File: src/design/esc_pkg.sv
// Shared types, constants and lookup functions for the epoch seconds to calendar converter.
package esc_pkg;

  localparam int unsigned SecWidth   = 32;
  localparam int unsigned OutWidth   = 48;
  localparam int unsigned QuoWidth   = 16;
  localparam int unsigned DayWidth   = 17;
  localparam int unsigned YearWidth  = 12;

  localparam logic [16:0] SECS_PER_DAY  = 17'd86400;
  localparam logic [11:0] SECS_PER_HOUR = 12'd3600;
  localparam logic [5:0]  SECS_PER_MIN  = 6'd60;

  // ceil(2^35 / 675), ceil(2^21 / 225), ceil(2^14 / 15), ceil(2^19 / 7)
  localparam logic [25:0] DAY_RECIP  = 26'd50903317;
  localparam logic [13:0] HOUR_RECIP = 14'd9321;
  localparam logic [10:0] MIN_RECIP  = 11'd1093;
  localparam logic [16:0] WDAY_RECIP = 17'd74899;

  localparam logic [YearWidth-1:0] EPOCH_YEAR     = 12'd1970;
  localparam logic [1:0]           EPOCH_YMOD4    = 2'd2;
  localparam logic [YearWidth-1:0] NOLEAP_CENTURY = 12'd2100;
  localparam logic [3:0]           FIRST_MONTH    = 4'd1;
  localparam logic [3:0]           LAST_MONTH     = 4'd12;

  typedef enum logic [3:0] {
    ST_IDLE,
    ST_DAY,
    ST_DAY_REM,
    ST_HOUR,
    ST_HOUR_REM,
    ST_MIN,
    ST_MIN_REM,
    ST_YEAR_LD,
    ST_YEAR,
    ST_MONTH_LD,
    ST_MONTH,
    ST_DONE
  } state_t;

  typedef enum logic [3:0] {
    OP_NONE,
    OP_LOAD,
    OP_DIV_DAY,
    OP_REM_DAY,
    OP_DIV_HOUR,
    OP_REM_HOUR,
    OP_DIV_MIN,
    OP_REM_MIN,
    OP_YEAR_INIT,
    OP_YEAR_STEP,
    OP_MONTH_INIT,
    OP_MONTH_STEP,
    OP_OUT
  } op_t;

  typedef struct packed {
    op_t op;
  } dp_cmd_t;

  typedef struct packed {
    logic year_done;
    logic month_done;
  } dp_sts_t;

  function automatic logic [4:0] month_days(input logic [3:0] month, input logic leap);
    logic [4:0] len;
    unique case (month)
      4'd1, 4'd3, 4'd5, 4'd7, 4'd8, 4'd10, 4'd12: len = 5'd31;
      4'd4, 4'd6, 4'd9, 4'd11:                   len = 5'd30;
      4'd2:                                      len = leap ? 5'd29 : 5'd28;
      default:                                   len = 5'd31;
    endcase
    return len;
  endfunction

  function automatic logic [2:0] weekday_of(input logic [2:0] residue);
    logic [2:0] wd;
    unique case (residue)
      3'd0:    wd = 3'd4;
      3'd1:    wd = 3'd5;
      3'd2:    wd = 3'd6;
      3'd3:    wd = 3'd0;
      3'd4:    wd = 3'd1;
      3'd5:    wd = 3'd2;
      3'd6:    wd = 3'd3;
      default: wd = 3'd0;
    endcase
    return wd;
  endfunction

endpackage

File: src/design/epoch_seconds_to_calendar.sv
// Top level of the epoch seconds to calendar converter.
//
//  channel  dir  word                                                    handshake
//  in_      in   seconds [31:0]                                          tvalid/tready
//  out_     out  year, month, day_of_month, hour, minute, second, wkday  tvalid/tready
//
//  One word at a time: the time from acceptance to out_tvalid grows with the year and month,
//  set by the year and month walks after six reciprocal-multiply divide and remainder steps.
//  The result sits in an output register; a new word is accepted while it waits.
//  A stalled result holds the converter in its final state until out_tready.
//  Synchronous active-low reset clears the controller and drops out_tvalid.
module epoch_seconds_to_calendar (
  input  logic        clk,
  input  logic        rst_n,
  input  logic        in_tvalid,
  output logic        in_tready,
  input  logic [31:0] in_tdata,   // seconds[31:0]
  output logic        out_tvalid,
  input  logic        out_tready,
  output logic [47:0] out_tdata   // year[11:0], month[15:12], day_of_month[20:16],
                                  // hour[25:21], minute[31:26], second_of_minute[37:32],
                                  // weekday[40:38], zero[47:41]
);

  esc_pkg::dp_cmd_t cmd;
  esc_pkg::dp_sts_t sts;

  esc_ctrl u_ctrl (
    .clk        (clk),
    .rst_n      (rst_n),
    .in_tvalid  (in_tvalid),
    .in_tready  (in_tready),
    .out_tvalid (out_tvalid),
    .out_tready (out_tready),
    .sts        (sts),
    .cmd        (cmd)
  );

  esc_dp u_dp (
    .clk      (clk),
    .cmd      (cmd),
    .seconds  (in_tdata),
    .sts      (sts),
    .out_data (out_tdata)
  );

endmodule

File: src/design/esc_dp.sv
// Datapath: reciprocal-multiply divides, year and month walkers, output word register.
module esc_dp (
  input  logic                          clk,
  input  esc_pkg::dp_cmd_t              cmd,
  input  logic [esc_pkg::SecWidth-1:0]  seconds,
  output esc_pkg::dp_sts_t              sts,
  output logic [esc_pkg::OutWidth-1:0]  out_data
);

  logic [esc_pkg::SecWidth-1:0]  rem_r, rem_nxt;
  logic [13:0]                   quo_r, quo_nxt;
  logic [esc_pkg::QuoWidth-1:0]  days_r, days_nxt;
  logic [4:0]                    hour_r, hour_nxt;
  logic [5:0]                    minute_r, minute_nxt;
  logic [5:0]                    sec_r, sec_nxt;
  logic [2:0]                    wday_r, wday_nxt;
  logic [esc_pkg::DayWidth-1:0]  day_r, day_nxt;
  logic [esc_pkg::YearWidth-1:0] year_r, year_nxt;
  logic [1:0]                    ymod4_r, ymod4_nxt;
  logic [3:0]                    month_r, month_nxt;
  logic [esc_pkg::OutWidth-1:0]  out_r, out_nxt;

  logic        leap;
  logic [8:0]  ylen;
  logic [4:0]  mlen;
  logic [50:0] day_prod;
  logic [32:0] day_back;
  logic [32:0] wday_prod;
  logic [26:0] hour_prod;
  logic [16:0] hour_back;
  logic [20:0] min_prod;
  logic [11:0] min_back;

  always_comb begin
    leap = (ymod4_r == 2'd0) && (year_r != esc_pkg::NOLEAP_CENTURY);
    ylen = leap ? 9'd366 : 9'd365;
    mlen = esc_pkg::month_days(month_r, leap);
    sts.year_done  = day_r <= {8'd0, ylen};
    sts.month_done = (month_r == esc_pkg::LAST_MONTH) || (day_r <= {12'd0, mlen});
  end

  always_comb begin
    day_prod  = 51'(rem_r[31:7]) * 51'(esc_pkg::DAY_RECIP);
    day_back  = 33'(days_r) * 33'(esc_pkg::SECS_PER_DAY);
    wday_prod = 33'(days_r) * 33'(esc_pkg::WDAY_RECIP);
    hour_prod = 27'(rem_r[16:4]) * 27'(esc_pkg::HOUR_RECIP);
    hour_back = 17'(hour_r) * 17'(esc_pkg::SECS_PER_HOUR);
    min_prod  = 21'(rem_r[11:2]) * 21'(esc_pkg::MIN_RECIP);
    min_back  = 12'(minute_r) * 12'(esc_pkg::SECS_PER_MIN);
  end

  always_comb begin
    rem_nxt    = rem_r;
    quo_nxt    = quo_r;
    days_nxt   = days_r;
    hour_nxt   = hour_r;
    minute_nxt = minute_r;
    sec_nxt    = sec_r;
    wday_nxt   = wday_r;
    day_nxt    = day_r;
    year_nxt   = year_r;
    ymod4_nxt  = ymod4_r;
    month_nxt  = month_r;
    out_nxt    = out_r;
    unique case (cmd.op)
      esc_pkg::OP_NONE: begin
      end
      esc_pkg::OP_LOAD: begin
        rem_nxt = seconds;
      end
      esc_pkg::OP_DIV_DAY: begin
        days_nxt = day_prod[50:35];
      end
      esc_pkg::OP_REM_DAY: begin
        rem_nxt = rem_r - day_back[31:0];
        quo_nxt = wday_prod[32:19];
      end
      esc_pkg::OP_DIV_HOUR: begin
        hour_nxt = hour_prod[25:21];
      end
      esc_pkg::OP_REM_HOUR: begin
        rem_nxt = rem_r - {15'd0, hour_back};
      end
      esc_pkg::OP_DIV_MIN: begin
        minute_nxt = min_prod[19:14];
      end
      esc_pkg::OP_REM_MIN: begin
        sec_nxt = rem_r[5:0] - min_back[5:0];
      end
      esc_pkg::OP_YEAR_INIT: begin
        // days - 7q equals days + q modulo 8
        wday_nxt  = esc_pkg::weekday_of(days_r[2:0] + quo_r[2:0]);
        day_nxt   = {1'b0, days_r} + 17'd1;
        year_nxt  = esc_pkg::EPOCH_YEAR;
        ymod4_nxt = esc_pkg::EPOCH_YMOD4;
      end
      esc_pkg::OP_YEAR_STEP: begin
        day_nxt   = day_r - {8'd0, ylen};
        year_nxt  = year_r + 12'd1;
        ymod4_nxt = ymod4_r + 2'd1;
      end
      esc_pkg::OP_MONTH_INIT: begin
        month_nxt = esc_pkg::FIRST_MONTH;
      end
      esc_pkg::OP_MONTH_STEP: begin
        day_nxt   = day_r - {12'd0, mlen};
        month_nxt = month_r + 4'd1;
      end
      esc_pkg::OP_OUT: begin
        out_nxt = {7'd0, wday_r, sec_r, minute_r, hour_r, day_r[4:0], month_r, year_r};
      end
      default: begin
      end
    endcase
  end

  always_ff @(posedge clk) begin
    rem_r    <= rem_nxt;
    quo_r    <= quo_nxt;
    days_r   <= days_nxt;
    hour_r   <= hour_nxt;
    minute_r <= minute_nxt;
    sec_r    <= sec_nxt;
    wday_r   <= wday_nxt;
    day_r    <= day_nxt;
    year_r   <= year_nxt;
    ymod4_r  <= ymod4_nxt;
    month_r  <= month_nxt;
    out_r    <= out_nxt;
  end

  assign out_data = out_r;

endmodule

File: src/design/esc_ctrl.sv
// Controller: sequences the constant divides, year and month walks and owns the handshakes.
module esc_ctrl (
  input  logic             clk,
  input  logic             rst_n,
  input  logic             in_tvalid,
  output logic             in_tready,
  output logic             out_tvalid,
  input  logic             out_tready,
  input  esc_pkg::dp_sts_t sts,
  output esc_pkg::dp_cmd_t cmd
);

  esc_pkg::state_t               state_r, state_nxt;
  logic                          out_valid_r, out_valid_nxt;

  always_ff @(posedge clk) begin
    if (!rst_n) begin
      state_r     <= esc_pkg::ST_IDLE;
      out_valid_r <= 1'b0;
    end else begin
      state_r     <= state_nxt;
      out_valid_r <= out_valid_nxt;
    end
  end

  always_comb begin
    state_nxt     = state_r;
    out_valid_nxt = out_valid_r && !out_tready;
    cmd.op        = esc_pkg::OP_NONE;
    unique case (state_r)
      esc_pkg::ST_IDLE: begin
        if (in_tvalid) begin
          cmd.op    = esc_pkg::OP_LOAD;
          state_nxt = esc_pkg::ST_DAY;
        end
      end
      esc_pkg::ST_DAY: begin
        cmd.op    = esc_pkg::OP_DIV_DAY;
        state_nxt = esc_pkg::ST_DAY_REM;
      end
      esc_pkg::ST_DAY_REM: begin
        cmd.op    = esc_pkg::OP_REM_DAY;
        state_nxt = esc_pkg::ST_HOUR;
      end
      esc_pkg::ST_HOUR: begin
        cmd.op    = esc_pkg::OP_DIV_HOUR;
        state_nxt = esc_pkg::ST_HOUR_REM;
      end
      esc_pkg::ST_HOUR_REM: begin
        cmd.op    = esc_pkg::OP_REM_HOUR;
        state_nxt = esc_pkg::ST_MIN;
      end
      esc_pkg::ST_MIN: begin
        cmd.op    = esc_pkg::OP_DIV_MIN;
        state_nxt = esc_pkg::ST_MIN_REM;
      end
      esc_pkg::ST_MIN_REM: begin
        cmd.op    = esc_pkg::OP_REM_MIN;
        state_nxt = esc_pkg::ST_YEAR_LD;
      end
      esc_pkg::ST_YEAR_LD: begin
        cmd.op    = esc_pkg::OP_YEAR_INIT;
        state_nxt = esc_pkg::ST_YEAR;
      end
      esc_pkg::ST_YEAR: begin
        if (sts.year_done) begin
          state_nxt = esc_pkg::ST_MONTH_LD;
        end else begin
          cmd.op = esc_pkg::OP_YEAR_STEP;
        end
      end
      esc_pkg::ST_MONTH_LD: begin
        cmd.op    = esc_pkg::OP_MONTH_INIT;
        state_nxt = esc_pkg::ST_MONTH;
      end
      esc_pkg::ST_MONTH: begin
        if (sts.month_done) begin
          state_nxt = esc_pkg::ST_DONE;
        end else begin
          cmd.op = esc_pkg::OP_MONTH_STEP;
        end
      end
      esc_pkg::ST_DONE: begin
        if (!out_valid_r || out_tready) begin
          cmd.op        = esc_pkg::OP_OUT;
          out_valid_nxt = 1'b1;
          state_nxt     = esc_pkg::ST_IDLE;
        end
      end
      default: begin
        state_nxt = esc_pkg::ST_IDLE;
      end
    endcase
  end

  assign in_tready  = (state_r == esc_pkg::ST_IDLE);
  assign out_tvalid = out_valid_r;

  a_accept_starts: assert property (@(posedge clk) disable iff (!rst_n)
    (in_tvalid && in_tready) |=> (state_r == esc_pkg::ST_DAY))
    else $error("accepted word did not start the day division");

  a_day_div_len: assert property (@(posedge clk) disable iff (!rst_n)
    (state_r == esc_pkg::ST_DAY) |=> (state_r == esc_pkg::ST_DAY_REM))
    else $error("day division ran the wrong number of steps");

  a_done_loads: assert property (@(posedge clk) disable iff (!rst_n)
    (state_r == esc_pkg::ST_DONE && (!out_valid_r || out_tready))
      |=> (out_valid_r && state_r == esc_pkg::ST_IDLE))
    else $error("finished result not presented");

  a_month_walk: assert property (@(posedge clk) disable iff (!rst_n)
    (state_r == esc_pkg::ST_MONTH && !sts.month_done) |=> (state_r == esc_pkg::ST_MONTH))
    else $error("month walk left early");

endmodule

File: config.mk
export PLATFORM = sky130hd
export DESIGN_NAME = epoch_seconds_to_calendar
export DESIGN_NICKNAME = d
export VERILOG_FILES = /design/src/design/esc_pkg.sv /design/src/design/epoch_seconds_to_calendar.sv /design/src/design/esc_dp.sv /design/src/design/esc_ctrl.sv
export SDC_FILE = /design/constraint.sdc
export NUM_CORES = 2
export LEC_CHECK = 0
export BUFFER_PORTS_ARGS = -buffer_cell sky130_fd_sc_hd__buf_2
export CAP_MARGIN = 30
export CORE_ASPECT_RATIO = 0.5
export CORE_UTILIZATION = 55
export CTS_CLUSTER_DIAMETER = 80
export CTS_CLUSTER_SIZE = 8
export DETAILED_ROUTE_END_ITERATION = 6
export PLACE_DENSITY = 0.71
export SLEW_MARGIN = 30
export SYNTH_ARGS = -nofsm -noshare
export SYNTH_HDL_FRONTEND = slang
export SYNTH_SLANG_ARGS = --single-unit
export TNS_END_PERCENT = 50
File: constraint.sdc
create_clock -name clk -period 7.6 [get_ports clk]
set_input_delay 1.52 -clock clk [delete_from_list [all_inputs] [get_ports clk]]
set_output_delay 1.52 -clock clk [all_outputs]
set_load 0.005 [all_outputs]
After elaboration in Yosys (flattened, before gate mapping)
Cells that the tools add are included.
- flip-flop bits (word level): 152
- input bits: 36
- add/sub/neg operators: 10
- $mul: 7
- order comparisons: 2
- equal/unequal tests: 39
- muxes and demuxes: 21
- reduce and logical (&&, ||, !) cells: 15
- operator list (cell ; number):
    $pmux 32 s3 ; 1
    $pmux 4 s12 ; 2
    $mul 25x26->51 const B ; 1
    $pmux 17 s3 ; 1
    $eq 4x4->1 const B ; 12
    $eq 4x3->1 const B ; 10
    $sub 32x17->32 ; 1
    $sub 32x32->32 ; 1
    $mux 4 ; 7
    $mul 13x14->26 const B ; 1
    $mul 16x10->25 const B ; 1
    $pmux 12 s2 ; 1
    $mul 16x17->22 const B ; 1
    $eq 4x2->1 const B ; 5
    $mul 10x11->20 const B ; 1
    $pmux 3 s6 ; 1
    $add 16x1->17 const B ; 1
    $le 17x5->1 ; 1
    $le 17x9->1 ; 1
    $sub 17x5->17 ; 1
    $sub 17x9->17 ; 1
    $mul 5x8->13 const B ; 1
    $add 12x1->12 const B ; 1
    $ne 12x12->1 const B ; 1
    26 further kinds ; 39

Logic depth before layout (Yosys ltp)
- word-level depth: 10
- mapped depth: 28
- gate-level depth less buffers: 27

By module
From an unflattened synthesis, not the netlist that was laid out.
- cell total of the unflattened synthesis: 2606
- area, all modules: 26609.3 µm²
- modules (own cells, without submodules) (module ; instances ; cells an instance ; area an instance (µm²) ; sequential area each (µm²)):
    esc_dp ; 1 ; 2559 ; 26212.6 ; 4414.2
    esc_ctrl ; 1 ; 47 ; 396.6 ; 100.1

Worst setup path before layout
Ideal clock, no wire load.
- path type: reg-to-reg
- start point: register u_dp.rem_r[12] (netlist name)
- end point: register u_dp.days_r[15] (netlist name), data pin
- setup time: 0.260 ns
- data arrival time: 6.175 ns
- data required time: 7.340 ns
- setup slack: 1.165 ns
- stages on the path, launching flop included: 23
- clock period less this slack: 6.435 ns
- path through: edfxtp_1 fa_1 inv_1 fa_1 inv_1 ha_1 inv_1 fa_1 fa_1 inv_1 fa_1 fa_1 ha_1 nand2_1 o21ai_0 a2111oi_0 a21oi_1 o2111ai_1 a21oi_1 or3_1 a21oi_1 o21ba_2 xnor2_1
- cells in the longest elaborated chain, start to end: 1
- RTL lines (what ; line ; RTL):
    start, declared ; esc_dp.sv:10 ; logic [esc_pkg::SecWidth-1:0] rem_r, rem_nxt;
    start signal, assigned ; esc_dp.sv:118 ; rem_r <= rem_nxt;
    $mul 25x26->51 ; esc_dp.sv:43 ; day_prod = 51'(rem_r[31:7]) * 51'(esc_pkg::DAY_RECIP);
    named net u_dp.day_prod[50] ; esc_dp.sv:26 ; logic [50:0] day_prod;
    end signal, assigned ; esc_dp.sv:120 ; days_r <= days_nxt;
    end, declared ; esc_dp.sv:12 ; logic [esc_pkg::QuoWidth-1:0] days_r, days_nxt;
The timed path passes the listed nets, and every way through them passes these cells.
A chain may end at the register's enable or synchronous reset.

Worst setup path after layout
- start point: register u_dp.rem_r[27] (netlist name)
- end point: register u_dp.days_r[15] (netlist name), data pin
Same word-level chain as after synthesis.

==> flow_metrics.env <==
export IMPL_status="finished, final reports clean"
export IMPL_grt_util_all_layers=0.268
export IMPL_relSlewSlack=0.433
export IMPL_cp_top_family="adder cells"
export IMPL_hold_violations=0
export IMPL_fmax_mhz=143
export IMPL_synth_enable_flop_cells=147
export IMPL_dieArea_mm2=0.0491
export IMPL_regArea_mm2=0.00451
export IMPL_crit_path_end_kind="flop"
export IMPL_die_w_um=312
export IMPL_rsz0062_at_grt="no"
export IMPL_yosysSeqAreaShare=0.171
export IMPL_clockBufferDepth=2
export IMPL_wirelength_mm=62.2
export IMPL_cts_hold_buffers=0
export IMPL_syn2layout_area_growth_pct=7.58
export IMPL_fin_tns_setup_ns=0
export IMPL_final_common_cell="ha_1"
export IMPL_firstDrtPassIters=5
export IMPL_portBuffers=78
export IMPL_num_vias=18600
export IMPL_syn_area_per_cell_um2=10.2
export IMPL_ys_ff_latch=152
export IMPL_ant_nets=0
export IMPL_wire_per_inst_um=18.5
export IMPL_coreArea_mm2=0.0472
export IMPL_path_class="reg -> reg"
export IMPL_required_ns=7.80
export IMPL_tightest_slew_ns=0.848
export IMPL_async_flop_share=0
export IMPL_finalWorstSetupSlack_ns=0.599
export IMPL_grt_remaining_overflow=0
export IMPL_max_cap_violations=0
export IMPL_ioPinCount=86
export IMPL_drt_iter0_markers=1275
export IMPL_hpwl_mm=52.5
export IMPL_rrSetupSlack_ns=0.60
export IMPL_critPathBufInv=7
export IMPL_fin_crit_sh=0.921
export IMPL_post_cts_buffers=0
export IMPL_cts_root_buf="clkbuf_16"
export IMPL_finalCriticalPeriod_ns=7.00
export IMPL_ys_warn_count=0
export IMPL_rows=56
export IMPL_grt_pass1_wl_mm=102
export IMPL_cts_sinks=152
export IMPL_critPathMaxStageDelay_ns=0.68
export IMPL_cts_tree="built"
export IMPL_ys_types=75
export IMPL_synth_top_flop_cell="edfxtp_1"
export IMPL_cts_buffers=17
export IMPL_clk_latency_ns=0.46
export IMPL_cp_slowest_cell="edfxtp_1"
export IMPL_die_h_um=157
export IMPL_critPathLaunchType="flop"
export IMPL_viasPerCell=5.53
export IMPL_antenna_found_initial=3
export IMPL_setup_viol=0
export IMPL_report_final_slew_viol_count=0
export IMPL_layout_drive_gt1_share=0.0632
export IMPL_multi_input_area_mm2=0.0197
export IMPL_place_worst_setup_slack_ns=0.657
export IMPL_cts_reportedPaths_clkPinSlew_ns=0.07
export IMPL_n_fill_cell=3954
export IMPL_grt_max_degree=30
export IMPL_netlist_area_mm2=0.0265
export IMPL_syn_inst=2599
export IMPL_critical_path_arrival_ns=7.20
export IMPL_htreeDepth=4
export IMPL_final_cell_mix="645 x ha_1, 565 x inv_1, 297 x fa_1"
export IMPL_finClkSkew_ns=0.0196
export IMPL_grt_pass1_vias=19200
export IMPL_finalWeightedCongestion=0.995
export IMPL_start_util=0.561
export IMPL_worstPathMaxFanout=10
export IMPL_post_cts_resized=0
export IMPL_final_nets=3685
export IMPL_hp_class="reg -> reg"
export IMPL_drcViolationCount=0
## sequential cells by signal, summed over array words and instances, names as in the netlist, 2 cells and up
name,cells
u_ctrl.state_r,4
u_dp.day_r,17
u_dp.days_r,16
u_dp.hour_r,5
u_dp.minute_r,6
u_dp.month_r,4
u_dp.out_data,41
u_dp.quo_r,3
u_dp.rem_r,32
u_dp.sec_r,6
u_dp.wday_r,3
u_dp.year_r,12
u_dp.ymod4_r,2
## cell families (layout without fill, tap and decap cells)
kind of cell | after synthesis | count (layout) | synth area share
buffers and inverters | 596 | 711 | 0.0858
and+or+nand+nor | 374 | 374 | 0.0704
adders and majority gates | 942 | 942 | 0.529
DFF | 152 | 152 | 0.171
AOI/OAI and AO/OA | 390 | 390 | 0.0959
muxes | 1 | 1 | 0.000378
other | 1 | 9 | 0.000142
xor gates and xnor gates | 143 | 143 | 0.0473
## area by class of cell
class                           count  area share
Timing Repair Buffer              113      0.0236
Sequential cell                   152       0.159
Tap cell                          638      0.0280
Multi-Input combinational cell   1857       0.693
Antenna cell                        2    0.000176
Clock inverter                     15     0.00716
Clock buffer                       17      0.0149
Inverter                          566      0.0746
## synth_stat cells, types with 9 or more instances
cell type / instances / area [um2]
o21ai_0: 94 / 470
nand3_1: 22 / 110
o22ai_1: 9 / 56.3
a31oi_1: 13 / 81.3
xnor2_1: 93 / 815
nor2b_1: 16 / 100
inv_1: 565 / 2120
edfxtp_1: 147 / 4410
a22oi_1: 14 / 105
clkbuf_1: 20 / 75.1
a21oi_1: 100 / 500
nand2b_1: 35 / 219
o221ai_1: 16 / 140
a211oi_1: 10 / 75.1
and3_1: 16 / 100
nand4_1: 11 / 68.8
or3_1: 9 / 56.3
nand2_1: 108 / 405
xor2_1: 50 / 438
nor2_1: 90 / 338
nor3_1: 24 / 120
fa_1: 297 / 5950
o21a_1: 15 / 113
o211ai_1: 10 / 75.1
a21o_1: 36 / 270
o21bai_1: 9 / 67.6
ha_1: 645 / 8070
## worst paths after layout
check | depth (start not counted) | start | to
setup / recovery | 25 | u_dp.rem_r[27] | u_dp.days_r[15]
hold / removal | 0 | u_dp.sec_r[4] | u_dp.out_data[36]
setup reg to reg | 25 | u_dp.rem_r[27] | u_dp.days_r[15]
hold reg to reg | 0 | u_dp.sec_r[4] | u_dp.out_data[36]
## routing by layer
| layer | share of wire | vias up | global-route usage |
|---|---|---|---|
| li1 | - | 8964 | - |
| met1 | 0.46 | 9032 | 0.363 |
| met2 | 0.45 | 489 | 0.438 |
| met3 | 0.063 | 82 | 0.0499 |
| met4 | 0.025 | 2 | 0.0782 |
| met5 | 0.00032 | - | 0 |
## stage by stage
stage | instances | utilization | hold slack (ns) | instance area [um2]
after global routing | 3360 | 0.604 | 0.424 | 28500
after detailed placement | 3326 | 0.590 | 0.405 | 27800
after floorplan | 2605 | - | 0.400 | 26500
after global placement | 3325 | 0.590 | 0.401 | 27800
after CTS | 3358 | 0.604 | 0.421 | 28500
final | 3360 | 0.604 | 0.417 | 28500
Power is left out: the tool's default activity adds up to more than one toggle a clock period on the data nets, which glitch-free logic cannot reach.
